**src/hw/rtl/fdmd_ram.sv**
```systemverilog
// Generic simple dual port RAM, one write and one registered read port.
// No dependencies.
`default_nettype none
module fdmd_ram #(
  parameter int WIDTH = 8,
  parameter int DEPTH = 256,
  parameter int AW    = (DEPTH > 2) ? $clog2(DEPTH) : 1
) (
  input  wire logic             clk,
  input  wire logic             we,
  input  wire logic [AW-1:0]    waddr,
  input  wire logic [WIDTH-1:0] wdata,
  input  wire logic             ren,
  input  wire logic [AW-1:0]    raddr,
  output logic      [WIDTH-1:0] rdata
);

  logic [WIDTH-1:0] mem [DEPTH];

  always_ff @(posedge clk) begin
    if (we) begin
      mem[waddr] <= wdata;
    end
    if (ren) begin
      rdata <= mem[raddr];
    end
  end

endmodule
`default_nettype wire

```
**config.mk**
```make
export PLATFORM = sky130hd
export DESIGN_NAME = fdmd_ram
export DESIGN_NICKNAME = d
export VERILOG_FILES = /design/src/hw/rtl/fdmd_ram.sv
export SDC_FILE = /design/constraint.sdc
export NUM_CORES = 2
export LEC_CHECK = 0
export BUFFER_PORTS_ARGS = -buffer_cell sky130_fd_sc_hd__buf_2
export CELL_PAD_IN_SITES_DETAIL_PLACEMENT = 0
export CELL_PAD_IN_SITES_GLOBAL_PLACEMENT = 1
export CORE_MARGIN = 2
export CORE_UTILIZATION = 50
export CTS_CLUSTER_SIZE = 12
export DETAILED_ROUTE_END_ITERATION = 10
export PLACE_DENSITY_LB_ADDON = 0.1
export SLEW_MARGIN = 10
export SYNTH_ARGS = -nofsm -noshare
export SYNTH_HDL_FRONTEND = slang
export SYNTH_SLANG_ARGS = --single-unit
```
**constraint.sdc**
```tcl
create_clock -name clk -period 6.6 [get_ports clk]
set_input_delay 1.98 -clock clk [delete_from_list [all_inputs] [get_ports clk]]
set_output_delay 1.98 -clock clk [all_outputs]
set_load 0.01 [all_outputs]
```
[Word level (Yosys, flattened, before mapping)]
Memories as Yosys holds them, arrays and structs flattened. A register that Yosys moved wholly into a read port is not among the register bits.
Cells that the tools add are included.
Word-level totals
  register bits: 0
  memory bits (writable): 2048
  input port bits: 27
  output and inout port bits: 8
  logic and storage cells: 3
  memories: 1
Cells by class
  muxes and demuxes: 2
Memory list
  mem: words 256, width 8, rd ports 1, clocked after memory_dff 1, wr ports 1, line 18  | logic [WIDTH-1:0] mem [DEPTH];
Operator list (number)
  2-to-1 mux 1 bit: 2

[Longest topological paths before layout]
  word-level depth: 2
  gate-level depth with buffers: 11
  depth with buffers taken out: 6

[Worst setup path before layout]
Ideal clock, no wire load.
  path type: input -> register
  from: input raddr[0]
  to: register rdata[2], read port of mem, data pin
  library setup time: 269 ps
  data arrival time: 3787 ps
  data required time: 6331 ps
  setup slack: 2544 ps
  stages on the path: 9
  buffers on the path: 4
  cells stage by stage: buf_6 -> buf_12 -> buf_8 -> buf_2 -> mux4_2 -> a22oi_1 -> a21oi_1 -> nor4_1 -> nor4_2
RTL lines
  from (decl): line 14  | input wire logic [AW-1:0] raddr,
  to (decl): line 15  | output logic [WIDTH-1:0] rdata

==> results.toml <==
[status]
status = "complete, no violations"

[pwr]
power_switching_mw = 5.622
power_per_cell_area_nw_per_um2 = 298.6
irDropWorstVdd_mv = 0.2913
finalPower_mw = 26.36
power.share.clock_pct = 40.3
pwr-share-comb_pct = 5.0
p_sw_share_pct = 21.32
p_leak_nw = 27.05
p_seq_share_pct = 54.7
internal_power_mw = 20.74

[sta]
worst_slew_pin_slew_ns = 1.242
fin_tns_setup_ns = 0
final_hold_viol_count = 0
slew_headroom_pct = 17.17
skew_ns = 0.01945
fmax_mhz = 204.6
setup_violations = 0
timing.final.crit_share_pct = 74.07
rsz0062_at_grt = "no"
slew_violations = 0
min_period_ns = 4.888

[clock_tree]
numCtsBuffers = 207
hold_buffers = 0
path_clk_slew_ns = 0.06
clk-insertion-delay-late_ns = 0.84
cts-root-buf = "clkbuf_16"
cts_tree = "built"
post_cts_buffers = 0
htreeDepth = 4
cts_buffer_depth = 3
cts_resized = 0
cts.sinks = 2056

[finish]
syn2layout_area_growth_pct = 10.86
final_layout_size_suffix_gt1_share_pct = 22.11
multiInputGateArea_um2 = 16530
regArea_um2 = 61740
fin_nets = 3896
nFillCells = 11836

[routing]
first_pass_iters = 5
drt_iter0_markers = 4233
ant_nets = 0
wl_um = 204300
vias_per_cell = 6.320
drc = 0
avgRoutedWirePerCell_um = 33.57
via_count = 38463

[die]
die_w_um = 403.1
num_rows = 146
io_pins = 35
coreArea_um2 = 158200
chipHeight_um = 403.1
die_area_um2 = 162500
initial_core_util_pct = 50.34

[placement]
gp_congestion = 0.8287
io_buffers = 34
dp_hpwl_um = 127200

[critical_path]
crit_family = "buffers and inverters"
slowest_delay_ns = 0.92
critPathArrivalTime_ns = 5.53
cp_max_fo = 80
startpoint_type = "primary input"
crit_path_top_delay_cell = "a2111oi_1"
cp_cell_sequence = "buf_8, buf_12, mux4_2, mux4_2, nor2_1, a2111oi_1, nor3_1, buf_4, nor4_1"
critPathKind = "primary input to flop"
crit_path_frequent_cell = "mux4_2"
worst_setup_path_end_kind = "flop"
path_buf_inv = 3
crit_required_ns = 7.24

[grt]
grt-ovfl-total = 0
grt_pass1_vias = 39611
grt_max_degree = 169
grtUsageTotal_pct = 25.38
grt_pass1_wl_um = 293100
antenna_found_initial = 6

[logic_synthesis]
syn_nets = 3760
yosysWarnings = 0
synth_cells = 3733
syn_area_per_cell_um2 = 21.33
synthArstFlopShare_pct = 0
synthDistinctLibCells = 54
synth_edf_count = 2056
yosysSeqAreaShare_pct = 77.53
netlist_area_um2 = 79640
ys.flop_type = "edfxtp_1"
synth-seq-cells = 2056

[flow_run]
maxCapViolCount = 0

[min_path]
hold_class = "flop to flop"
## path summary, 6_finish.rpt
| path | startpoint | end | slack [ns] | cells after the start |
|---|---|---|---|---|
| max | raddr[1] | rdata[1] | 1.71 | 9 |
| min | mem[32][5] | rdata[5] | 1.14 | 6 |
| max reg2reg | mem[172][1] | rdata[1] | 3.71 | 7 |
| min reg2reg | mem[32][5] | rdata[5] | 1.14 | 6 |
## registers in the layout, indices dropped and copies added (netlist names)
register and cells:
mem 2048, rdata 8
## power groups by stage
| stage | combinational [mW] | sequential, mW | clock [mW] |
|---|---|---|---|
| CTS | 1.33 | 14.4 | 10.8 |
| floorplan | 0.699 | 14.7 | 0 |
| global route | 1.38 | 14.4 | 11.3 |
| global placement | 1.30 | 14.7 | 0 |
| detailed placement | 1.33 | 14.7 | 0 |
| finish | 1.31 | 14.4 | 10.6 |
## per-stage QoR
stage / hold WS, ns / setup slack (ns) / instances / utilization (%) / instance area, µm²
final: 1.140 / 1.712 / 6086 / 55.81 / 88290
after floorplan: 0.8642 / 2.544 / 3733 / - / 79640
after detailed placement: 1.104 / 0.7566 / 5732 / 52.01 / 82280
after global routing: 1.186 / 1.581 / 6080 / 55.80 / 88270
after global placement: 1.064 / 0.3019 / 5729 / 51.98 / 82230
after CTS: 1.101 / 1.645 / 6080 / 55.80 / 88270
## worst min-delay path, delay by kind of cell (launching register included)
kind,cells,cell delay [ns]
mux,1,0.08
simple gates,2,0.25
flops,1,0.31
compound gates,3,0.35
## cells in the final DEF (no fill, tap or decap), types with 3 or more instances in the layout
| master | count |
|---|---|
| nor2_1 | 279 |
| clkinv_2 | 18 |
| clkbuf_1 | 61 |
| nand4_1 | 10 |
| a221oi_1 | 13 |
| clkinv_8 | 3 |
| inv_6 | 4 |
| or2_2 | 4 |
| nor4_2 | 9 |
| nor4_1 | 18 |
| clkbuf_8 | 8 |
| o221ai_1 | 46 |
| a21oi_1 | 96 |
| buf_4 | 112 |
| nor2b_4 | 3 |
| a22oi_1 | 133 |
| a211oi_1 | 16 |
| clkinv_1 | 44 |
| mux4_2 | 454 |
| clkbuf_16 | 211 |
| nand2_1 | 32 |
| a22o_1 | 8 |
| nand2b_1 | 8 |
| edfxtp_1 | 2056 |
| o32ai_1 | 4 |
| nor3_1 | 20 |
| o211ai_1 | 10 |
| buf_12 | 16 |
| buf_2 | 22 |
| and2_1 | 6 |
| o22a_1 | 5 |
| diode_2 | 6 |
| nand3_1 | 34 |
| clkinvlp_4 | 3 |
| nor2b_1 | 28 |
| o22ai_1 | 28 |
| o21ai_0 | 10 |
| mux2i_1 | 134 |
## layout make-up
type / count / share of cell area [%]
repair buffers: 160 / 1.599
clock buffers: 272 / 6.240
diodes: 6 / 0.01701
well taps: 2072 / 2.936
multi-input cells: 1442 / 18.72
clock inverters: 76 / 0.5527
flip-flops and latches: 2056 / 69.93
inverters: 2 / 0.008503
## metal layers
layer	global-route usage (%)	up-vias	share of wire, %
met3	4.115	309	7.0
met1	36.31	20616	41
met5	0	-	0.021
met2	40.74	1557	49
li1	-	15975	-
met4	7.615	6	3.0
## cell usage after synthesis (all sizes together) (2+ instances only)
master   number  area share, %
nand2        33           0.16
nand4        10          0.079
or2           4          0.031
o21ai        12          0.075
a22oi       133            1.3
nand2b        8          0.063
buf         122            1.3
a211oi       16           0.15
a311oi        2          0.022
a22o          8          0.088
nor4         27           0.24
and2          6          0.047
nand3        34           0.21
mux2i       134            1.7
mux4        456             13
nor2b        31           0.24
a21oi        96           0.60
a2111oi       5          0.066
clkbuf      111           0.52
o22ai        28           0.22
a31oi         2          0.016
nor3         22           0.14
o22a          5          0.055
nor2        282            1.3
o221ai       47           0.52
o32ai         5          0.064
o211ai       10          0.094
and3b         2          0.022
a221oi       14           0.16
nand3b        2          0.019
edfxtp     2056             78
## cell families (layout without fill, tap and decap cells)
logic type / Yosys count / count (layout) / share of synthesized area (%)
compound gates: 385 / 385 / 3.416
buf+inv: 235 / 510 / 1.829
flops: 2056 / 2056 / 77.53
mux: 591 / 591 / 14.60
other cells: 0 / 6 / 0
simple gates: 466 / 466 / 2.625
Power figures use the tool's default switching activity.
