$ cat src/hw/rtl/fdmd_pkg.sv
// Shared constants, types and helpers for the frame difference motion detector.
// No dependencies; imported by the top level, fdmd_act and fdmd_track.
`default_nettype none
package fdmd_pkg;

  localparam int FRAMES     = 4;
  localparam int MAX_WIDTH  = 256;
  localparam int MAX_HEIGHT = 256;

  localparam int PIX_W  = 8;
  localparam int SLOT_W = (FRAMES > 2) ? $clog2(FRAMES) : 1;
  localparam int ROW_W  = FRAMES * PIX_W;
  localparam int DEPTH  = MAX_WIDTH * MAX_HEIGHT;
  localparam int ADDR_W = (DEPTH > 2) ? $clog2(DEPTH) : 1;

  localparam int X_W   = 8;
  localparam int Y_W   = 8;
  localparam int DIM_W = 9;
  localparam int THR_W = 10;
  localparam int ACT_W = 10;
  localparam int CFG_IDX_W  = 3;
  localparam int CFG_DATA_W = 10;
  localparam int IN_DATA_W  = 24;
  localparam int OUT_DATA_W = 64;

  // activity = 3 * sum / FRAMES through an exact reciprocal multiply
  localparam int SUM_W   = $clog2((FRAMES - 1) * 255 + 1);
  localparam int SUM3_W  = $clog2(3 * (FRAMES - 1) * 255 + 1);
  localparam int DIV_L   = $clog2(FRAMES);
  localparam int DIV_S   = SUM3_W + DIV_L;
  localparam int RECIP   = ((2 ** DIV_S) + FRAMES - 1) / FRAMES;
  localparam int RECIP_W = SUM3_W + 1;
  localparam int PROD_W  = SUM3_W + RECIP_W;

  typedef enum logic [CFG_IDX_W-1:0] {
    CFG_FRAME_WIDTH  = 3'd0,
    CFG_FRAME_HEIGHT = 3'd1,
    CFG_DETECT_THR   = 3'd2,
    CFG_PAINT_THR    = 3'd3,
    CFG_PAINT_EN     = 3'd4
  } cfg_idx_t;

  typedef enum logic [2:0] {
    ST_CLEAR,
    ST_IDLE,
    ST_MERGE,
    ST_ADD,
    ST_MUL,
    ST_FIN
  } state_t;

  typedef struct packed {
    logic capture;
    logic merge;
    logic add;
    logic mul;
  } act_ctl_t;

  // x / 3 for 8-bit x: (x * 171) >> 9 is exact below 512
  function automatic logic [PIX_W-1:0] div3(input logic [PIX_W-1:0] v);
    logic [PIX_W+8:0] p;
    p = {9'd0, v} * (PIX_W + 9)'(171);
    return p[PIX_W+8:9];
  endfunction

endpackage
`default_nettype wire

$ cat src/hw/rtl/fdmd_act.sv
// Activity datapath: gray conversion, slot merge, adjacent slot differences,
// sum, times three, and divide by the frame count. Depends on fdmd_pkg.
`default_nettype none
module fdmd_act (
  input  wire logic                           clk,
  input  wire fdmd_pkg::act_ctl_t             ctl,
  input  wire logic [fdmd_pkg::IN_DATA_W-1:0] pix,
  input  wire logic [fdmd_pkg::SLOT_W-1:0]    slot,
  input  wire logic [fdmd_pkg::ROW_W-1:0]     rdata,
  output logic      [fdmd_pkg::ROW_W-1:0]     wdata,
  output logic      [fdmd_pkg::ACT_W-1:0]     act
);
  import fdmd_pkg::*;

  logic [PIX_W-1:0]  gray_r;
  logic [SLOT_W-1:0] slot_r;
  logic [PIX_W-1:0]  lane [FRAMES];
  logic [PIX_W-1:0]  diff_nxt [FRAMES-1];
  logic [PIX_W-1:0]  diff_r [FRAMES-1];
  logic [SUM3_W-1:0] sum3_nxt, sum3_r;
  logic [PROD_W-1:0] prod_nxt, prod_r;
  logic [SUM_W-1:0]  acc;

  always_comb begin
    for (int i = 0; i < FRAMES; i++) begin
      lane[i] = (slot_r == SLOT_W'(i)) ? gray_r : rdata[i*PIX_W +: PIX_W];
      wdata[i*PIX_W +: PIX_W] = lane[i];
    end
    for (int i = 1; i < FRAMES; i++) begin
      diff_nxt[i-1] = (lane[i] > lane[i-1]) ? (lane[i] - lane[i-1])
                                             : (lane[i-1] - lane[i]);
    end
  end

  always_comb begin
    acc = '0;
    for (int i = 0; i < FRAMES - 1; i++) begin
      acc = acc + SUM_W'(diff_r[i]);
    end
    sum3_nxt = (SUM3_W'(acc) << 1) + SUM3_W'(acc);
    prod_nxt = PROD_W'(sum3_r) * PROD_W'(RECIP);
  end

  assign act = ACT_W'(prod_r >> DIV_S);

  always_ff @(posedge clk) begin
    if (ctl.capture) begin
      gray_r <= div3(pix[7:0]) + div3(pix[15:8]) + div3(pix[23:16]);
      slot_r <= slot;
    end
    if (ctl.merge) begin
      diff_r <= diff_nxt;
    end
    if (ctl.add) begin
      sum3_r <= sum3_nxt;
    end
    if (ctl.mul) begin
      prod_r <= prod_nxt;
    end
  end

endmodule
`default_nettype wire

$ cat config.mk
export PLATFORM = sky130hd
export DESIGN_NAME = fdmd_act
export DESIGN_NICKNAME = d
export VERILOG_FILES = /design/src/hw/rtl/fdmd_pkg.sv /design/src/hw/rtl/fdmd_act.sv
export SDC_FILE = /design/constraint.sdc
export NUM_CORES = 1
export LEC_CHECK = 0
export ABC_AREA = 1
export BUFFER_PORTS_ARGS = -buffer_cell sky130_fd_sc_hd__buf_2
export CAP_MARGIN = 20
export CORE_ASPECT_RATIO = 1.4
export CORE_UTILIZATION = 40
export CTS_BUF_LIST = sky130_fd_sc_hd__clkbuf_4
export CTS_CLUSTER_SIZE = 10
export DETAILED_ROUTE_END_ITERATION = 8
export PLACE_DENSITY = 0.57
export RECOVER_POWER = 25
export SYNTH_ARGS = -nofsm -noshare
export SYNTH_HDL_FRONTEND = slang
export SYNTH_SLANG_ARGS = --single-unit
$ cat constraint.sdc
create_clock -name clk -period 11.32 [get_ports clk]
set_input_delay 1.698 -clock clk [delete_from_list [all_inputs] [get_ports clk]]
set_output_delay 1.698 -clock clk [all_outputs]
set_load 0.005 [all_outputs]
# Word level (Yosys, flattened, before mapping)
# Cells that the tools add are included.
# W data, S select, Z words.
[classes] reduce_logical=1 order_cmp=3 mul=3 mux=7 addsub=11 n_eq_ne=3
[ops] op="$mux W8" count=7
[ops] op="$mul A8 B8 Y16 const B" count=3
[ops] op="$sub A8 B8 Y8" count=6
[ops] op="$gt A8 B8 Y1" count=3
[ops] op="$add A11 B10 Y12" count=1
[ops] op="$add A9 B8 Y10" count=1
[ops] op="$add A8 B8 Y9" count=1
[ops] op="$add A7 B7 Y8" count=1
[ops] op="$add A8 B7 Y8" count=1
[ops] op="$eq A2 B2 Y1 const B" count=2
[ops] op="$eq A2 B1 Y1 const B" count=1
[ops] op="$logic_not A2 Y1" count=1
[totals] input_bits=63 reg_bits=58 output_inout_bits=42

# Depth between registers and ports, before layout
[depth] ltp_word=4 ltp_mapped=24 depth_no_buf=24

# Worst setup path after synthesis
# Ideal clock, no wire load.
[synth_timing] path_kind="input to register" from="in pix[17] (netlist bit)" to="reg gray_r[7] (data pin)" required_ns=11.062 path_slack_ns=5.146 t_arrival_ns=5.916 cell_stages=18 n_path_buf=0 path_cell_list="ha_1 -> fa_1 -> fa_1 -> inv_1 -> fa_1 -> inv_1 -> ha_1 -> nand2_1 -> o21ai_0 -> a21oi_1 -> xor2_1 -> fa_1 -> inv_1 -> ha_1 -> fa_1 -> nand4_1 -> nand3_1 -> xnor2_1"
[synth_via] elab_chain_len=2
[synth_rtl] element="from (decl)" line="fdmd_act.sv:7" rtl="input wire logic [fdmd_pkg::IN_DATA_W-1:0] pix,"
[synth_rtl] element="$mul A8 B8 Y16" line="fdmd_pkg.sv:62" rtl="p = {9'd0, v} * (PIX_W + 9)'(171);"
[synth_rtl] element="$add A8 B7 Y8" line="fdmd_act.sv:48" rtl="gray_r <= div3(pix[7:0]) + div3(pix[15:8]) + div3(pix[23:16]);"
[synth_rtl] element="to (signal assigned)" line="fdmd_act.sv:48"
[synth_rtl] element="to (decl)" line="fdmd_act.sv:15" rtl="logic [PIX_W-1:0] gray_r;"
# Every way passes these cells.
# A chain may end at the register's enable or synchronous reset.

# Worst setup path in the final report
# Same ends and word-level chain as after synthesis.

==> flow_summary.yaml <==
yosys:
  synth-seq-cells: 54
  synth_fa_ha_area_share_pct: 36.1
  synth.distinct_cells: 34
  netlist.area_leader.share_pct: 24.0
  ys_top_cells_by_area: "ha_1 24%, edfxtp_1 16%, nand2_1 14%"
  syn_area_sq_um: 9960
  ys_seq_area_share_pct: 16.3
  synth_mux_area_share_pct: 0
  synth_top_family_by_area: "adder cells"
  syn_avg_cell_area_sq_um: 7.25
  synth-compound-area-share_pct: 7.95
  async_flop_share_pct: 0
  synth_edf_count: 54
  synth_top_area_cell: "ha_1"
  ys.flop_type: "edfxtp_1"
  synth-simple-area-share_pct: 22.8
  synth_xor_area_share_pct: 3.25
  synthCells: 1374
  yosysWarnings: 0
  syn_nets: 1688
die:
  die_y_um: 189
  die_area_sq_um: 25500
  initial_utilization_pct: 40.5
  ios: 105
  die_w_um: 135
  row_count: 68
  core_area_sq_um: 24600
final_layout:
  area_growth_pct: 8.90
  drive_gt1_share_pct: 10.2
  nets: 1789
cts:
  insertion_delay_ns: 0.40
  cts-htree-levels: 2
  cts.hold.buffers_added: 0
  clk_pin_slew_worst_paths_ns: 0.17
  postCtsSetupBuffers: 0
  cts_root_buffer: "clkbuf_4"
  clock_path_buffers: 2
  cts_resized: 0
  cts.sinks: 54
  cts_made_buffers: 5
  cts_tree: "built"
worst_setup_path:
  cp-end-kind: "register"
  critPathRequiredTime_ns: 11.50
  path_common_cell: "fa_1"
  worst-r2r-cell-count: 13
  cpMaxStageDelayCell: "fa_1"
  cpPeakStageDelay_ns: 0.55
  cp-start-kind: "primary input"
  path_max_fanout: 5
  critical_path_class: "in -> reg"
  path_cells: "buf_2 > ha_1 > fa_1 > fa_1 > inv_1 > fa_1 > inv_1 > ha_1 > nand2_1 > o21ai_0 > a21oi_1 > xor2_1 > fa_1 > inv_1 > ha_1 > fa_1 > nand4_1 > nand3_1 > xnor2_1"
  crit_arrival_ns: 6.31
drt:
  first_pass_iters: 4
  routed_wl_mm: 24.2
  drt_iter0_markers: 233
  vias: 8489
  drc: 0
  drt-wirelength-per-cell_um: 13.5
  vias_per_cell: 4.73
  ant_nets: 0
sta:
  maxSlewViolCount: 0
  max_clock_freq_mhz: 163
  setup_violations: 0
  max_slew_margin_pct: 43.0
  fin_crit_ns: 6.13
  period_share_pct: 54.2
  finalClockSkew_ns: 0.00554
  tns_ns: 0
  finalHoldViolations: 0
  rsz0062_at_grt: "false"
  tightest_slew_ns: 0.851
global_routing:
  antenna_found_initial: 3
  grt_max_degree: 25
  grt-ovfl-total: 0
  grt_pass1_wl_mm: 39.2
  track_usage_pct: 19.7
  grt_pass1_vias: 8469
placement:
  dpl.hpwl_mm: 22.0
  portBuffers: 104
  finalWeightedCongestion: 0.874
job:
  max_cap_violations: 0
run_status:
  status: "finished clean"
worst_hold_path:
  hold_depth: 0
  hold_path.class: "reg -> reg"
critical path, delay by kind of cell:
family | cells | cell delay (ns)
and+or+nand+nor | 3 | 0.30
AOI/OAI and AO/OA | 2 | 0.33
adders and majority gates | 8 | 3.41
xor gates and xnor gates | 2 | 0.31
buffers and inverters | 4 | 0.26
placed cells by master, fill, tap and decap left out, types with 5 or more instances in the layout:
master / count
nand2_1: 373
inv_1: 322
ha_1: 191
buf_2: 99
nand3_1: 66
nor2_1: 64
fa_1: 60
a21oi_1: 57
edfxtp_1: 54
o21ai_0: 40
xor2_1: 28
nand4_1: 13
o21ai_2: 11
o21ai_1: 11
o21bai_1: 10
xnor2_1: 9
nand2_2: 8
nand2_4: 6
nor2_2: 6
nor3_1: 5
a21o_1: 5
clkbuf_4: 5
clkbuf_1: 5
Yosys cell counts, types with 4 or more instances:
library cell and number:
a21o_1 5, o21ai_1 11, nand2_2 8, inv_2 4, xnor2_1 9, o21ai_0 40, fa_1 60, xor2_1 28
ha_1 191, nand2_1 373, nand3_1 66, nor2_2 6, inv_1 322, o21bai_1 10, nor2_1 64, a21oi_1 57
edfxtp_1 54, nor3_1 5, nand4_1 13, o21ai_2 11, buf_6 5, nand2_4 6
worst paths after layout:
| kind | from | end | slack, ns |
|---|---|---|---|
| worst max-delay path | pix[17] | gray_r[7]$_DFFE_PP_ | 5.19 |
| worst min-delay path | sum3_r[7]$_DFFE_PP_ | prod_r[19]$_DFFE_PP_ | 0.44 |
| worst max register to register | diff_r[1]$_DFFE_PP_ | sum3_r[10]$_DFFE_PP_ | 7.82 |
| worst min register to register | sum3_r[7]$_DFFE_PP_ | prod_r[19]$_DFFE_PP_ | 0.44 |
metal layers:
metal  share of wire (%)  GRT usage, %  wire length, um
met5               0.054             0               13
met4                 4.2          8.43             1020
met3                 2.3          1.67              562
met2                  59          42.3            14200
met1                  35          17.7             8380
flip-flops by register name, indices dropped and copies added (netlist names):
name and flops:
diff_r 24, gray_r 8, prod_r 10, slot_r 2, sum3_r 10
logic make-up after synthesis:
| logic type | count (synthesis) |
|---|---|
| AOI/OAI and AO/OA | 140 |
| buffers and inverters | 346 |
| adders and majority gates | 251 |
| xor gates and xnor gates | 37 |
| and+or+nand+nor | 546 |
| DFF | 54 |
per-stage QoR:
| stage | hold slack (ns) | area [sq um] | util (%) | instances | setup WS, ns |
|---|---|---|---|---|---|
| 4_1_cts | 0.444 | 10800 | 44.1 | 1791 | 5.23 |
| 5_1_grt | 0.459 | 10800 | 44.1 | 1792 | 5.00 |
| 3_5_place_dp | 0.406 | 10800 | 43.9 | 1783 | 4.77 |
| 2_1_floorplan | 0.400 | 9960 | - | 1374 | 5.15 |
| 3_3_place_gp | 0.403 | 10800 | 43.9 | 1783 | 4.78 |
| 6_report | 0.442 | 10800 | 44.1 | 1793 | 5.19 |
cell type report:
type	instances	area, sq um
antenna	2	5.00
clock buffer	5	37.5
clock inverter	3	21.3
fill	2576	13700
inverter	335	1270
multi-input combinational	974	6970
sequential	54	1620
tap	315	394
timing repair buffer	105	522
Power is not shown: default switching activity piles up to over one toggle a cycle in this logic, so the estimate is an artifact.
