$ cat src/hw/rtl/fdmd_pkg.sv
// Shared constants, types and helpers for the frame difference motion detector.
// No dependencies; imported by the top level, fdmd_act and fdmd_track.
`default_nettype none
package fdmd_pkg;

  localparam int FRAMES     = 4;
  localparam int MAX_WIDTH  = 256;
  localparam int MAX_HEIGHT = 256;

  localparam int PIX_W  = 8;
  localparam int SLOT_W = (FRAMES > 2) ? $clog2(FRAMES) : 1;
  localparam int ROW_W  = FRAMES * PIX_W;
  localparam int DEPTH  = MAX_WIDTH * MAX_HEIGHT;
  localparam int ADDR_W = (DEPTH > 2) ? $clog2(DEPTH) : 1;

  localparam int X_W   = 8;
  localparam int Y_W   = 8;
  localparam int DIM_W = 9;
  localparam int THR_W = 10;
  localparam int ACT_W = 10;
  localparam int CFG_IDX_W  = 3;
  localparam int CFG_DATA_W = 10;
  localparam int IN_DATA_W  = 24;
  localparam int OUT_DATA_W = 64;

  // activity = 3 * sum / FRAMES through an exact reciprocal multiply
  localparam int SUM_W   = $clog2((FRAMES - 1) * 255 + 1);
  localparam int SUM3_W  = $clog2(3 * (FRAMES - 1) * 255 + 1);
  localparam int DIV_L   = $clog2(FRAMES);
  localparam int DIV_S   = SUM3_W + DIV_L;
  localparam int RECIP   = ((2 ** DIV_S) + FRAMES - 1) / FRAMES;
  localparam int RECIP_W = SUM3_W + 1;
  localparam int PROD_W  = SUM3_W + RECIP_W;

  typedef enum logic [CFG_IDX_W-1:0] {
    CFG_FRAME_WIDTH  = 3'd0,
    CFG_FRAME_HEIGHT = 3'd1,
    CFG_DETECT_THR   = 3'd2,
    CFG_PAINT_THR    = 3'd3,
    CFG_PAINT_EN     = 3'd4
  } cfg_idx_t;

  typedef enum logic [2:0] {
    ST_CLEAR,
    ST_IDLE,
    ST_MERGE,
    ST_ADD,
    ST_MUL,
    ST_FIN
  } state_t;

  typedef struct packed {
    logic capture;
    logic merge;
    logic add;
    logic mul;
  } act_ctl_t;

  // x / 3 for 8-bit x: (x * 171) >> 9 is exact below 512
  function automatic logic [PIX_W-1:0] div3(input logic [PIX_W-1:0] v);
    logic [PIX_W+8:0] p;
    p = {9'd0, v} * (PIX_W + 9)'(171);
    return p[PIX_W+8:9];
  endfunction

endpackage
`default_nettype wire

$ cat src/hw/rtl/fdmd_track.sv
// Raster counters, write slot, motion bounding box and the result register.
// Depends on fdmd_pkg.
`default_nettype none
module fdmd_track (
  input  wire logic                            clk,
  input  wire logic                            rst_n,
  input  wire logic                            fin,
  input  wire logic [fdmd_pkg::ACT_W-1:0]      act,
  input  wire logic [fdmd_pkg::DIM_W-1:0]      w_eff,
  input  wire logic [fdmd_pkg::DIM_W-1:0]      h_eff,
  input  wire logic [fdmd_pkg::THR_W-1:0]      detect_thr,
  input  wire logic [fdmd_pkg::THR_W-1:0]      paint_thr,
  input  wire logic                            paint_en,
  output logic      [fdmd_pkg::X_W-1:0]        col,
  output logic      [fdmd_pkg::Y_W-1:0]        row,
  output logic      [fdmd_pkg::SLOT_W-1:0]     slot,
  output logic                                 room,
  output logic                                 out_tvalid,
  input  wire logic                            out_tready,
  output logic      [fdmd_pkg::OUT_DATA_W-1:0] out_tdata,
  output logic                                 out_tlast
);
  import fdmd_pkg::*;

  logic [X_W-1:0]    col_r, col_nxt;
  logic [Y_W-1:0]    row_r, row_nxt;
  logic [SLOT_W-1:0] slot_r, slot_nxt;
  logic [DIM_W-1:0]  min_x_r, min_x_nxt, min_y_r, min_y_nxt;
  logic [X_W-1:0]    max_x_r, max_x_nxt;
  logic [Y_W-1:0]    max_y_r, max_y_nxt;
  logic              any_r, any_nxt;
  logic              valid_r, valid_nxt;
  logic [OUT_DATA_W-1:0] data_r, data_nxt;
  logic              last_r;
  logic              first, detect, paint, last_col, last;
  logic [DIM_W-1:0]  bminx, bminy;
  logic [X_W-1:0]    bmaxx;
  logic [Y_W-1:0]    bmaxy;
  logic              bany;

  always_comb begin
    first  = (col_r == '0) && (row_r == '0);
    bminx  = first ? w_eff : min_x_r;
    bminy  = first ? h_eff : min_y_r;
    bmaxx  = first ? '0 : max_x_r;
    bmaxy  = first ? '0 : max_y_r;
    bany   = first ? 1'b0 : any_r;
    detect = act > detect_thr;
    paint  = paint_en && (act > paint_thr);

    min_x_nxt = bminx;
    min_y_nxt = bminy;
    max_x_nxt = bmaxx;
    max_y_nxt = bmaxy;
    any_nxt   = bany;
    if (detect) begin
      if ({1'b0, col_r} < bminx) min_x_nxt = {1'b0, col_r};
      if ({1'b0, row_r} < bminy) min_y_nxt = {1'b0, row_r};
      if (col_r > bmaxx) max_x_nxt = col_r;
      if (row_r > bmaxy) max_y_nxt = row_r;
      any_nxt = 1'b1;
    end

    last_col = ({1'b0, col_r} + DIM_W'(1)) >= w_eff;
    last     = last_col && (({1'b0, row_r} + DIM_W'(1)) >= h_eff);

    col_nxt  = col_r + X_W'(1);
    row_nxt  = row_r;
    slot_nxt = slot_r;
    if (last) begin
      col_nxt  = '0;
      row_nxt  = '0;
      slot_nxt = (slot_r == SLOT_W'(FRAMES - 1)) ? '0 : slot_r + SLOT_W'(1);
    end else if (last_col) begin
      col_nxt = '0;
      row_nxt = row_r + Y_W'(1);
    end

    data_nxt        = '0;
    data_nxt[9:0]   = act;
    data_nxt[10]    = paint;
    data_nxt[11]    = detect;
    data_nxt[19:12] = col_r;
    data_nxt[27:20] = row_r;
    if (last) begin
      data_nxt[28]    = any_nxt;
      data_nxt[37:29] = min_x_nxt;
      data_nxt[45:38] = max_x_nxt;
      data_nxt[54:46] = min_y_nxt;
      data_nxt[62:55] = max_y_nxt;
    end

    room      = !valid_r || out_tready;
    valid_nxt = fin ? 1'b1 : (out_tready ? 1'b0 : valid_r);
  end

  always_ff @(posedge clk) begin
    if (!rst_n) begin
      col_r   <= '0;
      row_r   <= '0;
      slot_r  <= '0;
      min_x_r <= DIM_W'(MAX_WIDTH);
      min_y_r <= DIM_W'(MAX_HEIGHT);
      max_x_r <= '0;
      max_y_r <= '0;
      any_r   <= 1'b0;
      valid_r <= 1'b0;
    end else begin
      valid_r <= valid_nxt;
      if (fin) begin
        col_r   <= col_nxt;
        row_r   <= row_nxt;
        slot_r  <= slot_nxt;
        min_x_r <= min_x_nxt;
        min_y_r <= min_y_nxt;
        max_x_r <= max_x_nxt;
        max_y_r <= max_y_nxt;
        any_r   <= any_nxt;
      end
    end
  end

  always_ff @(posedge clk) begin
    if (fin) begin
      data_r <= data_nxt;
      last_r <= last;
    end
  end

  assign col        = col_r;
  assign row        = row_r;
  assign slot       = slot_r;
  assign out_tvalid = valid_r;
  assign out_tdata  = data_r;
  assign out_tlast  = last_r;

endmodule
`default_nettype wire

$ cat config.mk
export PLATFORM = sky130hd
export DESIGN_NAME = fdmd_track
export DESIGN_NICKNAME = d
export VERILOG_FILES = /design/src/hw/rtl/fdmd_pkg.sv /design/src/hw/rtl/fdmd_track.sv
export SDC_FILE = /design/constraint.sdc
export NUM_CORES = 1
export LEC_CHECK = 0
export BUFFER_PORTS_ARGS = -buffer_cell sky130_fd_sc_hd__buf_4
export CAP_MARGIN = 15
export CORE_ASPECT_RATIO = 0.9
export CORE_UTILIZATION = 60
export DETAILED_ROUTE_END_ITERATION = 10
export PLACE_DENSITY = 0.93
export SETUP_SLACK_MARGIN = 0.05
export SLEW_MARGIN = 20
export SYNTH_ARGS = -nofsm -noshare
export SYNTH_HDL_FRONTEND = slang
export SYNTH_SLANG_ARGS = --single-unit
$ cat constraint.sdc
create_clock -name clk -period 5.6 [get_ports clk]
set_input_delay 1.12 -clock clk [delete_from_list [all_inputs] [get_ports clk]]
set_output_delay 1.12 -clock clk [all_outputs]
set_load 0.02 [all_outputs]
After elaboration in Yosys (flattened, before gate mapping). Index checks and enable logic that the tools add are counted.

Register bits after elaboration: 118. Input port bits: 53. Output and inout bits: 85. Logic and storage cells: 58.

Add/subtract/negate cells: 5. $lt $le $gt $ge: 8. Equal/unequal tests: 1. Multiplexer cells: 21. Reductions and logical operators: 11.

Operators with widths (number): 8-bit 2-to-1 mux (10); 9-bit 2-to-1 mux (6); 10-bit > comparator (2); 8-bit by 1-bit adder with 9-bit output, second input constant (2); 9-bit >= comparator (2); 8-bit by 9-bit < comparator with 1-bit output (2); 8-bit by 1-bit adder with 8-bit output, second input constant (2); 8-bit > comparator (2); 8-bit logical NOT (2); 1-bit 2-to-1 mux (4); 2-bit AND reduction (2); 2-bit nonzero test (2); 1-bit logical AND (3); 2-bit by 1-bit adder with 2-bit output, second input constant (1); 2-bit equality test, second input constant (1); 2-bit 2-to-1 mux (1); 1-bit logical NOT (1); 1-bit logical OR (1).

Depth between registers and ports, before layout.
Depth in word-level cells: 6. Depth in mapped cells: 19. Mapped depth without buffers: 14.

Least setup slack after synthesis. Ideal clock, no wire load.

Kind: reg2reg. From: register col_r[0] (netlist: col[0]). To: register data_r[60] (netlist: out_tdata[60]), data pin. Setup time: 266 ps. Data arrival time: 3704 ps. Data required time: 5334 ps. Slack: 1630 ps. Stages on the path, launching flop included: 20. Path buffers: 6. Period minus slack after synthesis: 3970 ps. Cell sequence: dfxtp_1 clkbuf_1 inv_1 ha_1 nor4b_4 nand4_4 clkbuf_1 clkbuf_1 clkbuf_1 nand2_1 ha_1 a21oi_1 nor2_1 a211oi_1 a22oi_1 and2_1 clkbuf_1 buf_2 a22oi_1 nor2_1.

Word-level cells in the longest chain between the ends: 6. Elaborated cells on any way between the ends: 9. Those cells by class: add/sub: 1; order compare: 2; mux: 3; reduce/logical: 3.

RTL lines: from (decl) (line fdmd_track.sv:25) `logic [X_W-1:0] col_r, col_nxt;`; from (signal assigned) (line fdmd_track.sv:111) `col_r <= col_nxt;`; branches (longest 6 deep; another with 8-bit by 1-bit adder with 9-bit output); to (signal assigned) (line fdmd_track.sv:125) `data_r <= data_nxt;`; to (decl) (line fdmd_track.sv:33) `logic [OUT_DATA_W-1:0] data_r, data_nxt;`.

Several ways; the timed one is not identified. A chain may end at the register's enable or synchronous reset.

Final worst setup path.
From: register col_r[0] (netlist: col[0]). To: register min_y_r[1].

Word-level cells in the longest chain between the ends: 6.

RTL lines: 8-bit logical NOT * (line fdmd_track.sv:42) `first = (col_r == '0) && (row_r == '0);`; 1-bit logical AND * (line fdmd_track.sv:42); 9-bit 2-to-1 mux * (line fdmd_track.sv:44) `bminy = first ? h_eff : min_y_r;`; 8-bit by 9-bit < comparator with 1-bit output (line fdmd_track.sv:58) `if ({1'b0, row_r} < bminy) min_y_nxt = {1'b0, row_r};`; 9-bit 2-to-1 mux (line fdmd_track.sv:58); 9-bit 2-to-1 mux * (line fdmd_track.sv:56) `if (detect) begin`; to (signal assigned) (line fdmd_track.sv:103) `min_y_r <= DIM_W'(MAX_HEIGHT);`; to (signal assigned) (line fdmd_track.sv:115) `min_y_r <= min_y_nxt;`; to (decl) (line fdmd_track.sv:28) `logic [DIM_W-1:0] min_x_r, min_x_nxt, min_y_r, min_y_nxt;`.

Every way passes the cells marked *; elsewhere a longest branch is shown, timed or not.

==> metrics.csv <==
metric,value,unit
io_buffer_count,136,
hold_viol,0,
core-area,11400,sq um
grt_pass1_vias,5937,
clockRootBuffer,clkbuf_16,
drv_cap,0,
slew_violations,0,
start_util,61.6,%
crit_buf_inv,1,
grt_max_degree,63,
cts_tree,done,
diodes,0,
power_frac_comb,15.0,%
synth.top_cell.area_share,27.4,%
fmax,0.215,GHz
finalSetupViolations,0,
cts_buffer_depth,2,
rsz0062_at_grt,false,
end_kind,flip-flop,
startpoint_type,flip-flop,
path_class,reg -> reg,
chipWidth,116,um
cts.clk_slew.worst_paths,0.06,ns
synth.avg_cell_area,9.53,sq um
fin_worst_skew,0.00762,ns
worst_pin_slew,1.14,ns
num_io_pins,138,
final_nets,972,
netlist_area,7010,sq um
worst-path-stages,13,
firstDrtPassIters,6,
pwr-share-clk,45.4,%
crit_start,col[0],
cp_slowest_cell,a21oi_1,
ys_seq_area_share,42.8,%
ys_seq_elements,118,
power-per-cell-area,284,nW/um^2
total_power,2.45,mW
viasPerCell,6.27,
dieArea,12100,sq um
p_leak,3.72,nW
placement_rows,37,
max_slew_margin,24.0,%
yosysUniqueCellTypes,60,
critical-path-top-delay-family,compound AO/OA/AOI/OAI gates,
yosysWarnings,0,
cts_max_level,4,
ys.flop_type,edfxtp_1,
grt_usage,31.9,%
rr_startpoint,col[0],
fin_crit_sh,83.1,%
slowest_delay,0.71,ns
drt.antenna.violating_nets,0,
drc,0,
cp.arrival,5.01,ns
ctsHoldBuffers,0,
place_hpwl,11.5,mm
p_int,1.80,mW
crit_path_end,min_y_r[1],
status,"complete, no violations",
synth-edff-count,64,
swShare,26.7,%
yosys-top-cells-count,"73 x a21oi_1, 73 x ha_1, 64 x edfxtp_1, 64 x nor2_1, 54 x dfxtp_1",
drive_gt1_share,22.4,%
synth_largest_area_cell,edfxtp_1,
cts.repair.resized,0,
reg2reg_depth,13,
period_minus_slack,4.66,ns
p_switching,0.655,mW
crit_chain,inv_1 > ha_1 > nor4b_4 > nand4_4 > a21oi_1 > ha_1 > a21o_1 > a21oi_1 > o2111ai_1 > o211ai_2 > nand2_2 > a21oi_1 > o221a_2,
postCtsSetupBuffers,0,
async_flop_share,0,%
vias,6360,
synthToLayoutAreaGrowth,23.0,%
seq_power_share,39.6,%
fillerInstances,708,
grt_pass1_wl,30.2,mm
syn_nets,862,
wirelength,18.8,mm
antenna_found_initial,0,
die_h,105,um
hold_start,min_x_r[8],
synthTopCellsByArea,"edfxtp_1 27%, dfxtp_1 15%, ha_1 13%",
r2r_setup_slack,0.94,ns
cp_common_cell,a21oi_1,
cp.required,5.95,ns
gp_congestion,0.875,
fin_util,75.7,%
fin_tns_setup,0,ns
cts_buffers,17,
routedWlPerCell,18.5,um
syn_inst,736,
cts_sinks,118,
crit_fanout,35,
irDropWorstVdd,0.000267,V
clkLatencyLatePin,0.41,ns
drt_iter0_drc,902,
hp-class,reg -> reg,
grt.overflow.total,0,
r2r_end,min_y_r[1],
## state kept, by name, indices dropped and copies added, names as in the netlist
| signal | flops |
|---|---|
| min_x_r | 9 |
| any_r | 1 |
| out_tlast | 1 |
| out_tvalid | 1 |
| slot | 2 |
| min_y_r | 9 |
| max_x_r | 8 |
| row | 8 |
| max_y_r | 8 |
| col | 8 |
| out_tdata | 63 |
## area by class of cell
cell class | instances | area, sq um | area share, %
multi-input cells | 514 | 3560 | 41.3
flip-flops and latches | 118 | 3000 | 34.8
repair buffers | 143 | 1070 | 12.4
clock buffers | 19 | 443 | 5.14
inverters | 52 | 195 | 2.26
well taps | 156 | 195 | 2.26
clock inverters | 13 | 155 | 1.80
## power groups by stage
stage | logic, mW | registers, mW | clock network [mW]
floorplan | 0.205 | 1.01 | 0
global placement | 0.342 | 0.986 | 0
detailed placement | 0.352 | 0.987 | 0
CTS | 0.361 | 0.970 | 1.11
global route | 0.399 | 0.974 | 1.15
finish | 0.368 | 0.971 | 1.11
## cell usage in the layout, fill, tap and decap left out, types with 23 or more instances in the layout
cell and n:
nand2_1 51, a21oi_1 72, dfxtp_1 54, nor2_1 64
nand3_1 33, ha_1 73, a22oi_1 23, inv_1 52
buf_4 143, o21ai_0 39, edfxtp_1 64
## stage by stage
stage / cells / hold WS, ns / instance area, sq um / worst slack [ns]
floorplan: 736 / 0.457 / 7010 / 1.63
global placement: 983 / 0.475 / 8020 / 1.47
detailed placement: 983 / 0.475 / 8020 / 1.25
CTS: 1015 / 0.492 / 8620 / 1.12
global route: 1015 / 0.511 / 8620 / 0.694
finish: 1015 / 0.498 / 8620 / 0.944
## worst min path at each step
stage	endpoint	slack, ns	depth (start not counted)
final	min_x_r[8]	0.50	1
after global routing	min_x_r[8]	0.51	1
after CTS	min_y_r[8]	0.49	1
after detailed placement	min_y_r[8]	0.48	1
after global placement	max_x_r[7]	0.48	2
after floorplan	min_x_r[8]	0.46	1
## logic make-up (layout without fill, tap and decap cells)
| kind of cell | after synthesis | in the layout | share of synthesized area [%] |
|---|---|---|---|
| adder cells (fa/ha/maj) | 73 | 73 | 13.0 |
| AO/OA/AOI/OAI | 204 | 204 | 19.3 |
| AND/OR/NAND/NOR | 219 | 219 | 16.1 |
| flip-flops | 118 | 118 | 42.8 |
| XOR/XNOR | 12 | 12 | 1.50 |
| other | 1 | 1 | 0.0535 |
| multiplexers | 5 | 5 | 0.714 |
| buffers and inverters | 104 | 227 | 6.48 |
## per-layer routing
metal	GRT usage, %	routed length, um	vias to the layer above	share of wire, %
li1	-	-	2897	-
met1	43.7	7560	2925	40
met2	48.5	8640	463	46
met3	6.67	2010	75	11
met4	13.9	595	0	3.2
met5	0	0	-	0
(Power assumes the default switching activity.)
